===== src/sv/bgc_pkg.sv =====
package bgc_pkg;

  // Default sizes of the graph store
  localparam int unsigned MAX_VERTICES_DEF = 1024;
  localparam int unsigned MAX_EDGES_DEF    = 4096;

  // Fixed field widths
  localparam int unsigned VTX_W   = 11;
  localparam int unsigned CFG_W   = 11;
  localparam int unsigned APB_AW  = 2;
  localparam int unsigned APB_DW  = 32;

  // Register map
  localparam logic [APB_AW-1:0] REG_ADDR_VERTEX_COUNT = 2'd0;
  localparam logic [CFG_W-1:0]  VERTEX_COUNT_RESET    = 11'd1024;

  // Vertex colors
  localparam logic [1:0] COLOR_NONE = 2'd0;
  localparam logic [1:0] COLOR_ONE  = 2'd1;
  localparam logic [1:0] COLOR_TWO  = 2'd2;

  // Datapath commands
  typedef enum logic [3:0] {
    CMD_NONE,
    CMD_CLEAR,
    CMD_ACCEPT,
    CMD_RD_HA,
    CMD_WR_A,
    CMD_RD_HB,
    CMD_WR_B,
    CMD_SCAN_RD,
    CMD_START,
    CMD_ROOT,
    CMD_NEXT_V,
    CMD_ENT_RD,
    CMD_ENT,
    CMD_PUSH_WR,
    CMD_PUSH,
    CMD_POP_RD
  } cmd_e;

  typedef struct packed {
    cmd_e op;
    logic pop;     // load top frame from stack read data
    logic fail;    // record a coloring conflict
    logic finish;  // load result register and start the clearing sweep
  } dp_cmd_t;

  typedef struct packed {
    logic edge_ok;
    logic last;
    logic clr_last;
    logic scan_done;
    logic scan_free;
    logic cur_null;
    logic depth_one;
    logic nb_skip;
    logic nb_free;
    logic nb_conflict;
    logic out_busy;
  } dp_status_t;

endpackage


===== src/sv/bgc_ctrl.sv =====
module bgc_ctrl import bgc_pkg::*; (
  input  logic       clk_i,
  input  logic       rst_ni,
  input  logic       in_valid_i,
  output logic       in_ready_o,
  input  dp_status_t status_i,
  output dp_cmd_t    cmd_o
);

  typedef enum logic [14:0] {
    S_CLEAR    = 15'h0001,
    S_IDLE     = 15'h0002,
    S_RDA      = 15'h0004,
    S_WRA      = 15'h0008,
    S_RDB      = 15'h0010,
    S_WRB      = 15'h0020,
    S_SCAN_RD  = 15'h0040,
    S_SCAN_CHK = 15'h0080,
    S_ROOT     = 15'h0100,
    S_STEP     = 15'h0200,
    S_ENT      = 15'h0400,
    S_NBC      = 15'h0800,
    S_PUSH     = 15'h1000,
    S_POP      = 15'h2000,
    S_FINISH   = 15'h4000
  } state_e;

  state_e state_q, state_d;

  assign in_ready_o = (state_q == S_IDLE);

  // Sequence the load, the walk and the clearing sweep
  always_comb begin
    state_d = state_q;
    cmd_o   = '{op: CMD_NONE, pop: 1'b0, fail: 1'b0, finish: 1'b0};
    case (state_q)
      S_CLEAR: begin
        cmd_o.op = CMD_CLEAR;
        if (status_i.clr_last) state_d = S_IDLE;
      end
      S_IDLE: begin
        if (in_valid_i) begin
          cmd_o.op = CMD_ACCEPT;
          state_d  = S_RDA;
        end
      end
      S_RDA: begin
        if (status_i.edge_ok) begin
          cmd_o.op = CMD_RD_HA;
          state_d  = S_WRA;
        end else if (status_i.last) begin
          state_d = S_SCAN_RD;
        end else begin
          state_d = S_IDLE;
        end
      end
      S_WRA: begin
        cmd_o.op = CMD_WR_A;
        state_d  = S_RDB;
      end
      S_RDB: begin
        cmd_o.op = CMD_RD_HB;
        state_d  = S_WRB;
      end
      S_WRB: begin
        cmd_o.op = CMD_WR_B;
        state_d  = status_i.last ? S_SCAN_RD : S_IDLE;
      end
      S_SCAN_RD: begin
        if (status_i.scan_done) begin
          state_d = S_FINISH;
        end else begin
          cmd_o.op = CMD_SCAN_RD;
          state_d  = S_SCAN_CHK;
        end
      end
      S_SCAN_CHK: begin
        if (status_i.scan_free) begin
          cmd_o.op = CMD_START;
          state_d  = S_ROOT;
        end else begin
          cmd_o.op = CMD_NEXT_V;
          state_d  = S_SCAN_RD;
        end
      end
      S_ROOT: begin
        cmd_o.op = CMD_ROOT;
        state_d  = S_STEP;
      end
      S_STEP: begin
        if (!status_i.cur_null) begin
          cmd_o.op = CMD_ENT_RD;
          state_d  = S_ENT;
        end else if (status_i.depth_one) begin
          cmd_o.op = CMD_NEXT_V;
          state_d  = S_SCAN_RD;
        end else begin
          cmd_o.op = CMD_POP_RD;
          state_d  = S_POP;
        end
      end
      S_ENT: begin
        cmd_o.op = CMD_ENT;
        state_d  = status_i.nb_skip ? S_STEP : S_NBC;
      end
      S_NBC: begin
        if (status_i.nb_free) begin
          cmd_o.op = CMD_PUSH_WR;
          state_d  = S_PUSH;
        end else if (status_i.nb_conflict) begin
          cmd_o.fail = 1'b1;
          state_d    = S_FINISH;
        end else begin
          state_d = S_STEP;
        end
      end
      S_PUSH: begin
        cmd_o.op = CMD_PUSH;
        state_d  = S_STEP;
      end
      S_POP: begin
        cmd_o.pop = 1'b1;
        state_d   = S_STEP;
      end
      S_FINISH: begin
        if (!status_i.out_busy) begin
          cmd_o.finish = 1'b1;
          state_d      = S_CLEAR;
        end
      end
      default: begin
        state_d = S_CLEAR;
      end
    endcase
  end

  always_ff @(posedge clk_i or negedge rst_ni) begin
    if (!rst_ni) begin
      state_q <= S_CLEAR;
    end else begin
      state_q <= state_d;
    end
  end

  // Input is taken only between items; an accept always starts the load sequence
  assert property (@(posedge clk_i) disable iff (!rst_ni)
    (cmd_o.op == CMD_ACCEPT) |=> (state_q == S_RDA))
    else $error("accept did not start the load sequence");

  // A finished check always goes through the clearing sweep
  assert property (@(posedge clk_i) disable iff (!rst_ni)
    cmd_o.finish |=> (state_q == S_CLEAR))
    else $error("result issued without clearing sweep");

  // State register stays one-hot
  assert property (@(posedge clk_i) disable iff (!rst_ni)
    $onehot(state_q))
    else $error("state register not one-hot");

endmodule


===== config.mk =====
export PLATFORM = sky130hd
export DESIGN_NAME = bgc_ctrl
export DESIGN_NICKNAME = d
export VERILOG_FILES = /design/src/sv/bgc_pkg.sv /design/src/sv/bgc_ctrl.sv
export SDC_FILE = /design/constraint.sdc
export NUM_CORES = 1
export LEC_CHECK = 0
export BUFFER_PORTS_ARGS = -buffer_cell sky130_fd_sc_hd__buf_2
export CORE_ASPECT_RATIO = 1.4
export CORE_MARGIN = 3
export CORE_UTILIZATION = 35
export CTS_CLUSTER_DIAMETER = 50
export DETAILED_ROUTE_END_ITERATION = 6
export SLEW_MARGIN = 20
export SYNTH_ARGS = -nofsm -noshare
export SYNTH_HDL_FRONTEND = slang
export SYNTH_SLANG_ARGS = --single-unit

===== constraint.sdc =====
create_clock -name clk_i -period 2.54 [get_ports clk_i]
set_input_delay 0.127 -clock clk_i [delete_from_list [all_inputs] [get_ports clk_i]]
set_output_delay 0.127 -clock clk_i [all_outputs]
set_load 0.03 [all_outputs]

==> summary.md, run 1 <==
| Metric | Value |
|---|---|
| Worst EP arrival | `2.32 ns` |
| Post-Synthesis Cells | `134` |
| Mux cell area share after synthesis | `0` |
| Crit path largest cell delay | `0.66 ns` |
| Largest net degree at the start of global routing | `16` |
| Cell taking the most area after synthesis | `dfrtp_1` |
| Relative slew margins | `0.6333` |
| Via density | `5.969` |
| Initial antenna violation count | `0` |
| Synth Area in Compound Gates | `0.1312` |
| Total core area | `3213 um^2` |
| Synth top area cells | `dfrtp_1 29%, nor3b_1 4.3%, nor4_2 4.1%` |
| Post-route ant nets | `0` |
| Sequential fraction of the synthesis area | `0.3110` |
| Tot GR Track Use | `0.1621` |
| Endpoints failing hold | `0` |
| Largest registers | `state_q (15)` |
| Number of synthesized flops with an enable pin | `0` |
| Clock Tree Buf Depth | `2` |
| Pleak | `0.6324 nW` |
| Die area | `between 4000 and 5000 um^2` |
| Synth Flop Type | `dfrtp_1` |
| Area grow syn2layout | `19.42%` |
| CTS buffer count | `3` |
| Syn Nets | `148` |
| Status | `complete, no violations` |
| FF+latch count, synth | `15` |
| Setup WS pre-CTS | `0.3275 ns` |
| M3 GR Usage | `0.02373` |
| Clock slew at reported path FFs | `0.06 ns` |
| Fillcell total | `309` |
| Synth cell types | `46` |
| Detailed Route WL | `3384 um` |
| Initial DRC Count | `42` |
| FP Rows | `24` |
| Simple-Gate Fraction of Synth Area | `0.4762` |
| Total internal power | `0.0005654 W` |
| Final Max Tran Viols | `0` |
| Crit end category | `output port` |
| Max VDD drop | `0.3241 mV` |
| FF+latch area | `382.9 um^2` |
| DRC Markers | `0` |
| Top reg by flops | `state_q` |
| Reg2reg path depth | `5` |
| Syn_area_per_cell | `9.039 um^2` |
| DRT Pass-1 Iters | `4` |
| Multi-input gate area | `809.5 um^2` |
| Post-Synth Adder-Cell Area | `0` |
| I/O pin cnt | `22` |
| Reg-to-reg critical path endpoint | `state_q[0]$_DFFE_PN1P_` |
| Worst hold stages | `2` |
| Switching Share | `0.4047` |
| CP Max Fanout | `11` |
| Clk Latency, worst-skew pair | `0.25 ns` |
| H-tree Lvls | `1` |
| Tightest Pin Transition | `approximately 0.54 ns` |
| R2r startpoint | `state_q[10]$_DFFE_PN0P_` |
| Die height | `roughly 76 um` |
| R2R Setup Slk | `0.53 ns` |
| Share of synthesized flip-flops with an asynchronous set or reset | `1.000` |
| # setup viols final | `0` |
| Vias | `1158` |
| Dpl hpwl | `around 2600 um` |
| Number of global-route vias before repair | `1068` |
| Met1 usage | `0.2052` |
| Post-route setup slack | `0.09506 ns` |
| Grt met2 use | `0.2882` |
| Wire length per cell | `between 15 and 20 um` |
| Main combinational cell family by area after synthesis | `simple AND/OR/NAND/NOR gates` |
| Port-buffer cells | `21` |
| Yosys top cell area share | `0.2893` |
| Min Tclk post-route | `2.445 ns` |
| Max-Cap Viols | `0` |
| Overall power | `0.0009498 W` |
| Layout cells sized above 1 | `0.3419` |
| P_sw | `around 0.00038 W` |
| Hold_sp | `status_i[8]` |
| Seq pwr share | `0.326` |
| Clock power share | `0.209` |
| Crit-path cells | `or4_4 > nor4_4 > a22oi_1 > or3b_1 > or4_1 > buf_2` |
| CTS root buf | `clkbuf_8` |
| Hold/Removal Path Class | `primary input to flop` |
| Die W | `55.72 um` |
| Pwr dens | `656.6 nW/um^2` |
| Startpoint type of the worst setup path | `flop` |
| Ant. Diodes | `0` |
| Max reg flops | `15` |
| Nets | `170` |
| CTS tree | `yes` |
| TritonCTS Sinks | `15` |
| GR Overflow Total | `0` |
| Post-Syn Area | `1211 um^2` |
| Synth Area in XOR/XNOR | `0.02169` |
| YS warnings | `0` |
| First-pass GRT wire length | `between 5000 and 6000 um` |
| Top Usage Layer GRT | `met2` |
| GP Congestion | `0.8724` |
| Initial core utilization | `0.3769` |
| Comb pwr share | `0.464` |
| Required @ worst endpoint | `2.41 ns` |
| Max Clock Freq | `between 0.4 and 0.5 GHz` |
| Clock skew | `0.001764 ns` |
| Final worst-path cycle share | `0.9626` |
| Worst Hold End | `state_q[0]$_DFFE_PN1P_` |
| Slowest CP cell | `or4_4` |
| Setup Crit Path Kind | `flop to output port` |
## power groups by stage
stage          sequential (W)  combinational (W)  clock [W]
2_1_floorplan        0.000278           0.000338          0
3_3_place_gp         0.000311           0.000394          0
3_5_place_dp         0.000314           0.000395          0
4_1_cts              0.000309           0.000399   0.000201
5_1_grt              0.000314           0.000486   0.000215
6_report             0.000310           0.000441   0.000199
## routing by layer
metal  share of wire  vias up  wire (um)
met5               0        -          0
met4          0.0077        0         26
met3           0.040        4        134
met2            0.52       34       1745
met1            0.44      556       1478
li1                -      564          -
## stage by stage
stage | setup TNS [ns] | utilization | cell area (um^2) | instances | hold slack (ns)
2_1_floorplan | 0 | - | 1211 | 134 | -0.1686
3_3_place_gp | 0 | 0.4116 | 1323 | 187 | 0.06287
3_5_place_dp | 0 | 0.4116 | 1323 | 187 | 0.06422
4_1_cts | 0 | 0.4287 | 1378 | 192 | 0.03773
5_1_grt | -0.02162 | 0.4502 | 1446 | 194 | 0.03829
6_report | 0 | 0.4502 | 1446 | 194 | 0.03757
## logic make-up after synthesis
| kind of cell | after synthesis |
|---|---|
| AOI/OAI and AO/OA | 22 |
| and+or+nand+nor | 81 |
| buffers and inverters | 13 |
| DFF | 15 |
| xor gates and xnor gates | 3 |
## cells in the mapped netlist, types with 2 or more instances
library cell / count
nand3b_1: 4
dfrtp_1: 14
o21ai_0: 3
buf_6: 2
nand3_1: 3
nand2_1: 10
and4_1: 2
xor2_1: 2
or4_4: 3
or4b_2: 2
nor3_1: 7
inv_1: 4
nor2_1: 8
and3b_1: 2
a21oi_1: 6
nor3b_1: 7
nor4_1: 4
nor4_2: 4
o2111ai_1: 2
a22oi_1: 2
nor4_4: 2
buf_2: 7
nor2_2: 2
nor2b_1: 2
nor4b_1: 4
nand2b_1: 3
nand4_1: 4
## worst max path at each step
stage / start / end / slack, ns / depth (start not counted)
3_5_place_dp: state_q[0]$_DFFE_PN1P_ / cmd_o[4] / 0.33 / 6
3_3_place_gp: state_q[8]$_DFFE_PN0P_ / cmd_o[4] / 0.34 / 6
5_1_grt: state_q[10]$_DFFE_PN0P_ / cmd_o[4] / -0.02 / 6
6_report: state_q[10]$_DFFE_PN0P_ / cmd_o[4] / 0.1 / 6
2_1_floorplan: state_q[4]$_DFFE_PN0P_ / state_q[14]$_DFFE_PN0P_ / 0.1 / 5
4_1_cts: state_q[0]$_DFFE_PN1P_ / cmd_o[4] / 0.06 / 6
## cell usage in the layout (no fill, tap or decap), drive strengths merged, types with 2 or more instances in the layout
cell type,Yosys,routed
buf,9,25
dfrtp,14,14
nand2,10,10
nor2,10,10
nor4,10,10
nor3,7,7
nor3b,7,7
a21oi,6,6
nand3b,4,4
inv,4,4
nor4b,4,4
nand4,4,4
or4,4,4
clkbuf,0,4
nand2b,3,3
o21ai,3,3
nand3,3,3
and3b,2,2
and4,2,2
nor2b,2,2
or4b,2,2
a22oi,2,2
o2111ai,2,2
xor2,2,2
and2,2,2
## area by class of cell
class / instances / share of cell area
Tap cell: 39 / 0.03374
Inverter: 4 / 0.01038
Timing Repair Buffer: 26 / 0.1003
Multi-Input combinational cell: 106 / 0.5597
Sequential cell: 15 / 0.2647
Clock buffer: 4 / 0.03114
## what timing repair did
action	4_1_cts	5_1_grt
resized for setup	0	12
hold buffers	1	0
endpoints found under the setup margin	0	4
buffers inserted	0	2
endpoints found under the hold margin	14	0
## worst max-delay path, delay by kind of cell (launching register included)
| family | cells | cell delay, ns |
|---|---|---|
| AOI/OAI and AO/OA | 1 | 0.16 |
| DFF | 1 | 0.49 |
| and+or+nand+nor | 4 | 1.24 |
| buffers and inverters | 1 | 0.19 |
No activity file was read; power rests on OpenSTA's default activity.
==> run 2, diff against run 1 <==
CTS_BUF_LIST = sky130_fd_sc_hd__clkbuf_4   (was default)
==> summary.md, run 2 (synthesized netlist as in run 1, its figures left out) <==
| Metric | Value |
|---|---|
| First-pass GRT wire length | `5313 um (-0.11%)` |
| Setup Crit Path Kind | `flop to output port` |
| Tightest Pin Transition | `0.5382 ns (-0.004241 ns)` |
| GR Overflow Total | `0 (unchanged)` |
| Number of global-route vias before repair | `1075 (+0.66%)` |
| Relative slew margins | `0.6362 (+0.002868)` |
| Overall power | `0.0009124 W (-3.9%)` |
| Dpl hpwl | `2567 um (unchanged)` |
| Startpoint type of the worst setup path | `flop` |
| Vias | `1200 (+3.6%)` |
| Clk Latency, worst-skew pair | `0.28 ns (+0.03 ns)` |
| Area grow syn2layout | `25.21%` |
| Min Tclk post-route | `2.445 ns (+0.0001075 ns)` |
| Largest registers | `state_q (15)` |
| Hold_sp | `status_i[5]` |
| Most frequent cells in the layout | `21 x buf_2, 11 x buf_4, 10 x nand2_1` |
| Commonest non-fill, non-tap cell in the layout | `buf_2` |
| Nets | `179 (+5.3%)` |
| CP Max Fanout | `8 (-3)` |
| Wire length per cell | `16.87 um (-3.3%)` |
| Clock skew | `0.001206 ns (-0.0005578 ns)` |
| Max Clock Freq | `0.4090 GHz (about the same)` |
| Setup WS pre-CTS | `0.3275 ns (unchanged)` |
| FP Rows | `24 (unchanged)` |
| Max-Cap Viols | `0 (unchanged)` |
| I/O pin cnt | `22 (unchanged)` |
| GP Congestion | `0.8724 (unchanged)` |
| Clock slew at reported path FFs | `0.09 ns (+0.03 ns)` |
| TritonCTS Sinks | `15 (unchanged)` |
| Hold/Removal Path Class | `primary input to flop` |
| Met2 wire length | `1751 um (+0.34%)` |
| R2r startpoint | `state_q[11]$_DFFE_PN0P_` |
| CTS tree | `yes` |
| # setup viols final | `0 (unchanged)` |
| Die height | `75.60 um (unchanged)` |
| Fin util | `0.4720 (+0.02181)` |
| Endpoints failing hold | `0 (unchanged)` |
| DRT Pass-1 Iters | `4 (unchanged)` |
| Pleak | `0.6732 nW (+6.4%)` |
| Initial core utilization | `0.3769 (unchanged)` |
| Worst EP arrival | `2.32 ns (about the same)` |
| DRC Markers | `0 (unchanged)` |
| Post-route setup slack | `0.09496 ns (-0.0001075 ns)` |
| Initial antenna violation count | `0 (unchanged)` |
| CTS buffer count | `3 (unchanged)` |
| Status | `complete, no violations` |
| Final Max Tran Viols | `0 (unchanged)` |
| CP Launch Point | `state_q[5]$_DFFE_PN0P_` |
| Die area | `4212 um^2 (unchanged)` |
| Fillcell total | `312 (+0.97%)` |
| Port-buffer cells | `21 (unchanged)` |
| CTS root buf | `clkbuf_4` |
| Ant. Diodes | `0 (unchanged)` |
| Crit end category | `output port` |
| Top reg by flops | `state_q` |
| Detailed Route WL | `3424 um (+1.2%)` |
| Post-route ant nets | `0 (unchanged)` |
| Max layer used | `met4` |
| H-tree Lvls | `1 (unchanged)` |
| Die W | `55.72 um (unchanged)` |
| Final std cells w/o fill | `203 (+4.6%)` |
| Placed Instances | `187 (unchanged)` |
| Max reg flops | `15 (unchanged)` |
| Met3 wire length | `159 um (+19%)` |
| Layout cells sized above 1 | `0.3902 (+0.04831)` |
| Clock Tree Buf Depth | `2 (unchanged)` |
| DRT met1 WL | `1454 um (-1.6%)` |
| Tot GR Track Use | `0.1621 (unchanged)` |
| Total core area | `3213 um^2 (unchanged)` |
| Largest net degree at the start of global routing | `16 (unchanged)` |
| Initial DRC Count | `59 (+40%)` |
| Pwr dens | `601.7 nW/um^2 (-8.4%)` |
| Via density | `5.911 (-0.97%)` |
| Max VDD drop | `0.2927 mV (-9.7%)` |
| Final worst-path cycle share | `0.9626 (about the same)` |
| Required @ worst endpoint | `2.41 ns (about the same)` |
==> run 2: cell types whose count changed in the layout (fill, tap and decap cells not counted), sizes merged <==
cell	change
buf	+7
dlygate4sd3	+2
==> run 2: metal layers <==
layer | up-vias | GRT usage
met1 | 572 | 0.2073
met5 | - | 0
met4 | 0 | 0.06757
met3 | 4 | 0.01864
met2 | 44 | 0.2803
li1 | 580 | -
==> run 2: power by group <==
part | internal [W] | switching [W]
sequential | 0.000267 | 0.0000419
combinational | 0.000191 | 0.000261
clock | 0.0000716 | 0.0000801
==> run 2: per-stage QoR <==
stage,cell area [um^2],hold WS [ns],TNS (ns)
global placement,1323,0.06287,0
floorplan,1211,-0.1686,0
global route,1516,0.01219,-0.02289
detailed placement,1323,0.06422,0
finish,1516,0.01908,0
CTS,1373,0.006143,0
==> run 2: layout make-up <==
| class | count | area (um^2) | share of cell area |
|---|---|---|---|
| Inverter | 4 | 15.01 | 0.009901 |
| Clock buffer | 4 | 30.03 | 0.01980 |
| Tap cell | 39 | 48.80 | 0.03218 |
| Timing Repair Buffer | 35 | 217.7 | 0.1436 |
| Sequential cell | 15 | 385.4 | 0.2541 |
| Multi-Input combinational cell | 106 | 819.5 | 0.5404 |
==> run 2: worst max-delay path, stage by stage, from the launching register on <==
cell     delay, ns
dfrtp_2       0.47
or4_4         0.61
nor4_4        0.34
a22oi_2       0.14
or3b_1        0.18
or4_1         0.10
buf_2         0.19
==> run 2: path summary, 6_finish.rpt <==
path | endpoint | slack (ns) | cells after the start
min in group asynchronous | state_q[12]$_DFFE_PN0P_ | 0.28 | 2
setup / recovery | cmd_o[4] | 0.09 | 6
hold / removal | state_q[10]$_DFFE_PN0P_ | 0.02 | 2
max in group asynchronous | state_q[0]$_DFFE_PN1P_ | 1.96 | 2
setup reg to reg | state_q[0]$_DFFE_PN1P_ | 0.65 | 5
hold reg to reg | state_q[10]$_DFFE_PN0P_ | 0.65 | 2
==> run 2: repair_timing <==
action | in CTS | in global routing
endpoints found under the setup margin | 0 | 5
gates resized for setup | 0 | 16
setup buffers | 0 | 9
hold buffers | 2 | 1
hold endpoints to repair | 15 | 1
==> run 3, diff against run 2 <==
ABC_AREA = 1   (was default)
TNS_END_PERCENT = 100   (was default)
clock period = 2 ns   (was 2.54 ns; I/O delays follow)
==> summary.md, run 3 <==
| Metric | Value |
|---|---|
| Status | `finished with violations` |
| Failing checks | `negative setup slack` |
| Max VDD drop | `0.4547 mV (+55%)` |
| Multi-input gate area | `753.2 um^2 (-8.1%)` |
| Die W | `54.97 um (-1.3%)` |
| Nets | `218 (+22%)` |
| Die height | `74.55 um (-1.4%)` |
| Post-route ant nets | `0 (unchanged)` |
| Total core area | `3153 um^2 (-1.9%)` |
| Required @ worst endpoint | `1.90 ns (-0.51 ns)` |
| Initial antenna violation count | `0 (unchanged)` |
| Top reg by flops | `state_q` |
| P_sw | `0.0005384 W (+41%)` |
| CTS root buf | `clkbuf_4` |
| Max reg flops | `15 (unchanged)` |
| Pwr dens | `782.4 nW/um^2 (+30%)` |
| Hold/Removal Path Class | `primary input to flop` |
| Cell taking the most area after synthesis | `dfrtp_1` |
| Comb pwr share | `0.540 (+0.045)` |
| Post-route setup slack | `-0.02723 ns (-0.1222 ns)` |
| H-tree Lvls | `1 (unchanged)` |
| Post-Synthesis Cells | `161 (+20%)` |
| Number of synthesized flops with an enable pin | `0 (unchanged)` |
| Number of global-route vias before repair | `1167 (+8.6%)` |
| Switching Share | `0.4372 (+0.01799)` |
| Most frequent cells in the layout | `23 x nor2_1, 23 x nand2_1, 21 x inv_1` |
| Max Clock Freq | `0.4933 GHz` |
| Wire length per cell | `13.98 um (-17%)` |
| Port-buffer cells | `21 (unchanged)` |
| Clock Tree Buf Depth | `2 (unchanged)` |
| Synth cell types | `29 (-37%)` |
| RSZ-0062 raised after global routing | `true` |
| Clock slew at reported path FFs | `0.09 ns (about the same)` |
| Area grow syn2layout | `33.97%` |
| Detailed Route WL | `3382 um (-1.2%)` |
| # setup viols final | `1 (+1)` |
| Fillcell total | `323 (+3.5%)` |
| Clk Latency, worst-skew pair | `0.30 ns (+0.02 ns)` |
| Placed Instances | `220 (+18%)` |
| DRC Markers | `0 (unchanged)` |
| Syn Nets | `175 (+18%)` |
| Fin util | `0.4992 (+0.02724)` |
| Synth top area cells | `dfrtp_1 30%, nor2_1 8.6%, nand3_1 8.5%` |
| Largest net degree at the start of global routing | `16 (unchanged)` |
| GP Congestion | `0.8174 (-6.3%)` |
| Final Max Tran Viols | `0 (unchanged)` |
| Ant. Diodes | `0 (unchanged)` |
| Total internal power | `0.0006930 W (+31%)` |
| YS warnings | `0 (unchanged)` |
| CP Max Fanout | `5 (-3)` |
| Final std cells w/o fill | `242 (+19%)` |
| Endpoints failing hold | `0 (unchanged)` |
| Yosys top cell area share | `0.2982 (+0.008933)` |
| Seq pwr share | `0.296 (-0.043)` |
| Worst EP arrival | `1.93 ns (-0.39 ns)` |
| Pleak | `0.8723 nW (+30%)` |
| TritonCTS Sinks | `15 (unchanged)` |
| FF+latch count, synth | `15 (unchanged)` |
| CTS buffer count | `3 (unchanged)` |
| Syn_area_per_cell | `7.297 um^2 (-19%)` |
| Crit end category | `output port` |
| Largest registers | `state_q (15)` |
| Tightest Pin Transition | `0.3575 ns (-0.1807 ns)` |
| Startpoint type of the worst setup path | `flop` |
| DRT Pass-1 Iters | `4 (unchanged)` |
| First-pass GRT wire length | `4864 um (-8.5%)` |
| Setup WS pre-CTS | `0.1836 ns (-0.1440 ns)` |
| Die area | `4098 um^2 (-2.7%)` |
| Tot GR Track Use | `0.1657 (+0.003653)` |
| Sequential fraction of the synthesis area | `0.3206 (+0.009603)` |
| Initial DRC Count | `21 (-64%)` |
| Min Tclk post-route | `between 2 and 2.5 ns` |
| R2R Setup Slk | `0.18 ns (-0.47 ns)` |
| Max-Cap Viols | `0 (unchanged)` |
| Synth Flop Type | `dfrtp_1` |
| FF+latch area | `376.6 um^2 (-2.3%)` |
| GR Overflow Total | `0 (unchanged)` |
| Clock skew | `0.003425 ns (+0.002219 ns)` |
| Layout cells sized above 1 | `0.4236 (+0.03340)` |
| Clock power share | `0.164 (-0.002)` |
| Relative slew margins | `0.7617 (+0.1255)` |
| Share of synthesized flip-flops with an asynchronous set or reset | `1.000 (unchanged)` |
| Fin Hold WS | `0.03179 ns (+0.01271 ns)` |
| Via density | `5.000 (-15%)` |
| Vias | `1210 (+0.83%)` |
| Dpl hpwl | `2473 um (-3.6%)` |
| Post-Syn Area | `1175 um^2 (-3.0%)` |
| Initial core utilization | `0.3726 (-0.004328)` |
| I/O pin cnt | `22 (unchanged)` |
| Cell with the most instances after synthesis | `nor2_1` |
| Top cells by count, synth | `27 x nor2_1, 26 x nand2_1, 21 x inv_1, 20 x nand3_1, 14 x dfrtp_1` |
| CTS tree | `yes` |
| Final worst-path cycle share | `1.014` |
| FP Rows | `24 (unchanged)` |
| Setup Crit Path Kind | `flop to output port` |
==> run 3: cell count changes in the layout (fill, tap and decap cells not counted), moves of 9 or more <==
cell / previous run / this run
nor2_1: 8 / 23
nand2_2: 0 / 9
nand2_1: 10 / 23
inv_1: 4 / 21
nand3_1: 2 / 17
nor2_4: 1 / 10
==> run 3: metal layers <==
metal | track usage | share of wire
met1 | 0.1743 | 0.38
met2 | 0.3132 | 0.54
met3 | 0.02204 | 0.048
met4 | 0.07027 | 0.024
met5 | 0 | 0
==> run 3: what timing repair did <==
item	CTS	global route
pin swaps	1	9
gates resized for setup	1	22
buffers inserted	3	9
cloned	1	1
hold buffers	4	0
hold endpoints to repair	18	0
endpoints found under the setup margin	3	3
==> run 3: logic make-up after synthesis <==
| logic type | after synthesis | share of synthesized area |
|---|---|---|
| AND/OR/NAND/NOR | 110 | 0.5389 |
| AO/OA/AOI/OAI | 7 | 0.04153 |
| buffers and inverters | 29 | 0.09904 |
| flip-flops | 15 | 0.3206 |
==> run 3: power by group through the flow <==
stage               logic, W  registers [W]  clock network, W
floorplan           0.000404       0.000366                 0
global placement    0.000502       0.000370                 0
detailed placement  0.000513       0.000371                 0
CTS                 0.000523       0.000365          0.000205
global route        0.000727       0.000367          0.000216
finish              0.000664       0.000365          0.000202
==> run 3: per-stage QoR <==
| step | total power (W) | area, um^2 | setup TNS [ns] |
|---|---|---|---|
| final | 0.001231 | 1574 | -0.02723 |
| after global routing | 0.001310 | 1574 | -0.1114 |
| after CTS | 0.001093 | 1419 | 0 |
| after detailed placement | 0.0008841 | 1318 | 0 |
| after global placement | 0.0008720 | 1318 | 0 |
| after floorplan | 0.0007698 | 1175 | 0 |
==> run 3: worst max-delay path: stages (launching register included) <==
cell      delay (ns)
dfrtp_1         0.42
nor2_4          0.17
nand2_4         0.09
nor2_4          0.26
nand2_2         0.12
nor2_4          0.15
nor2_2          0.05
nand3_1         0.07
nand3b_1        0.14
buf_6           0.14
==> run 3: worst paths after layout <==
path	cells past startpoint	from	end
worst max-delay path	9	state_q[10]$_DFFE_PN0P_	cmd_o[4]
worst min-delay path	3	status_i[9]	state_q[6]$_DFFE_PN0P_
worst max register to register	11	state_q[0]$_DFFE_PN1P_	state_q[1]$_DFFE_PN0P_
worst min register to register	4	state_q[0]$_DFFE_PN1P_	state_q[0]$_DFFE_PN1P_
max in group asynchronous	2	rst_ni	state_q[0]$_DFFE_PN1P_
min in group asynchronous	2	rst_ni	state_q[1]$_DFFE_PN0P_
==> run 3: final cells by class <==
cell class                      count  area share
Tap cell                           39     0.03100
Clock buffer                        4     0.01908
Inverter                           28     0.06677
Multi-Input combinational cell    119      0.4785
Timing Repair Buffer               37      0.1653
Sequential cell                    15      0.2393
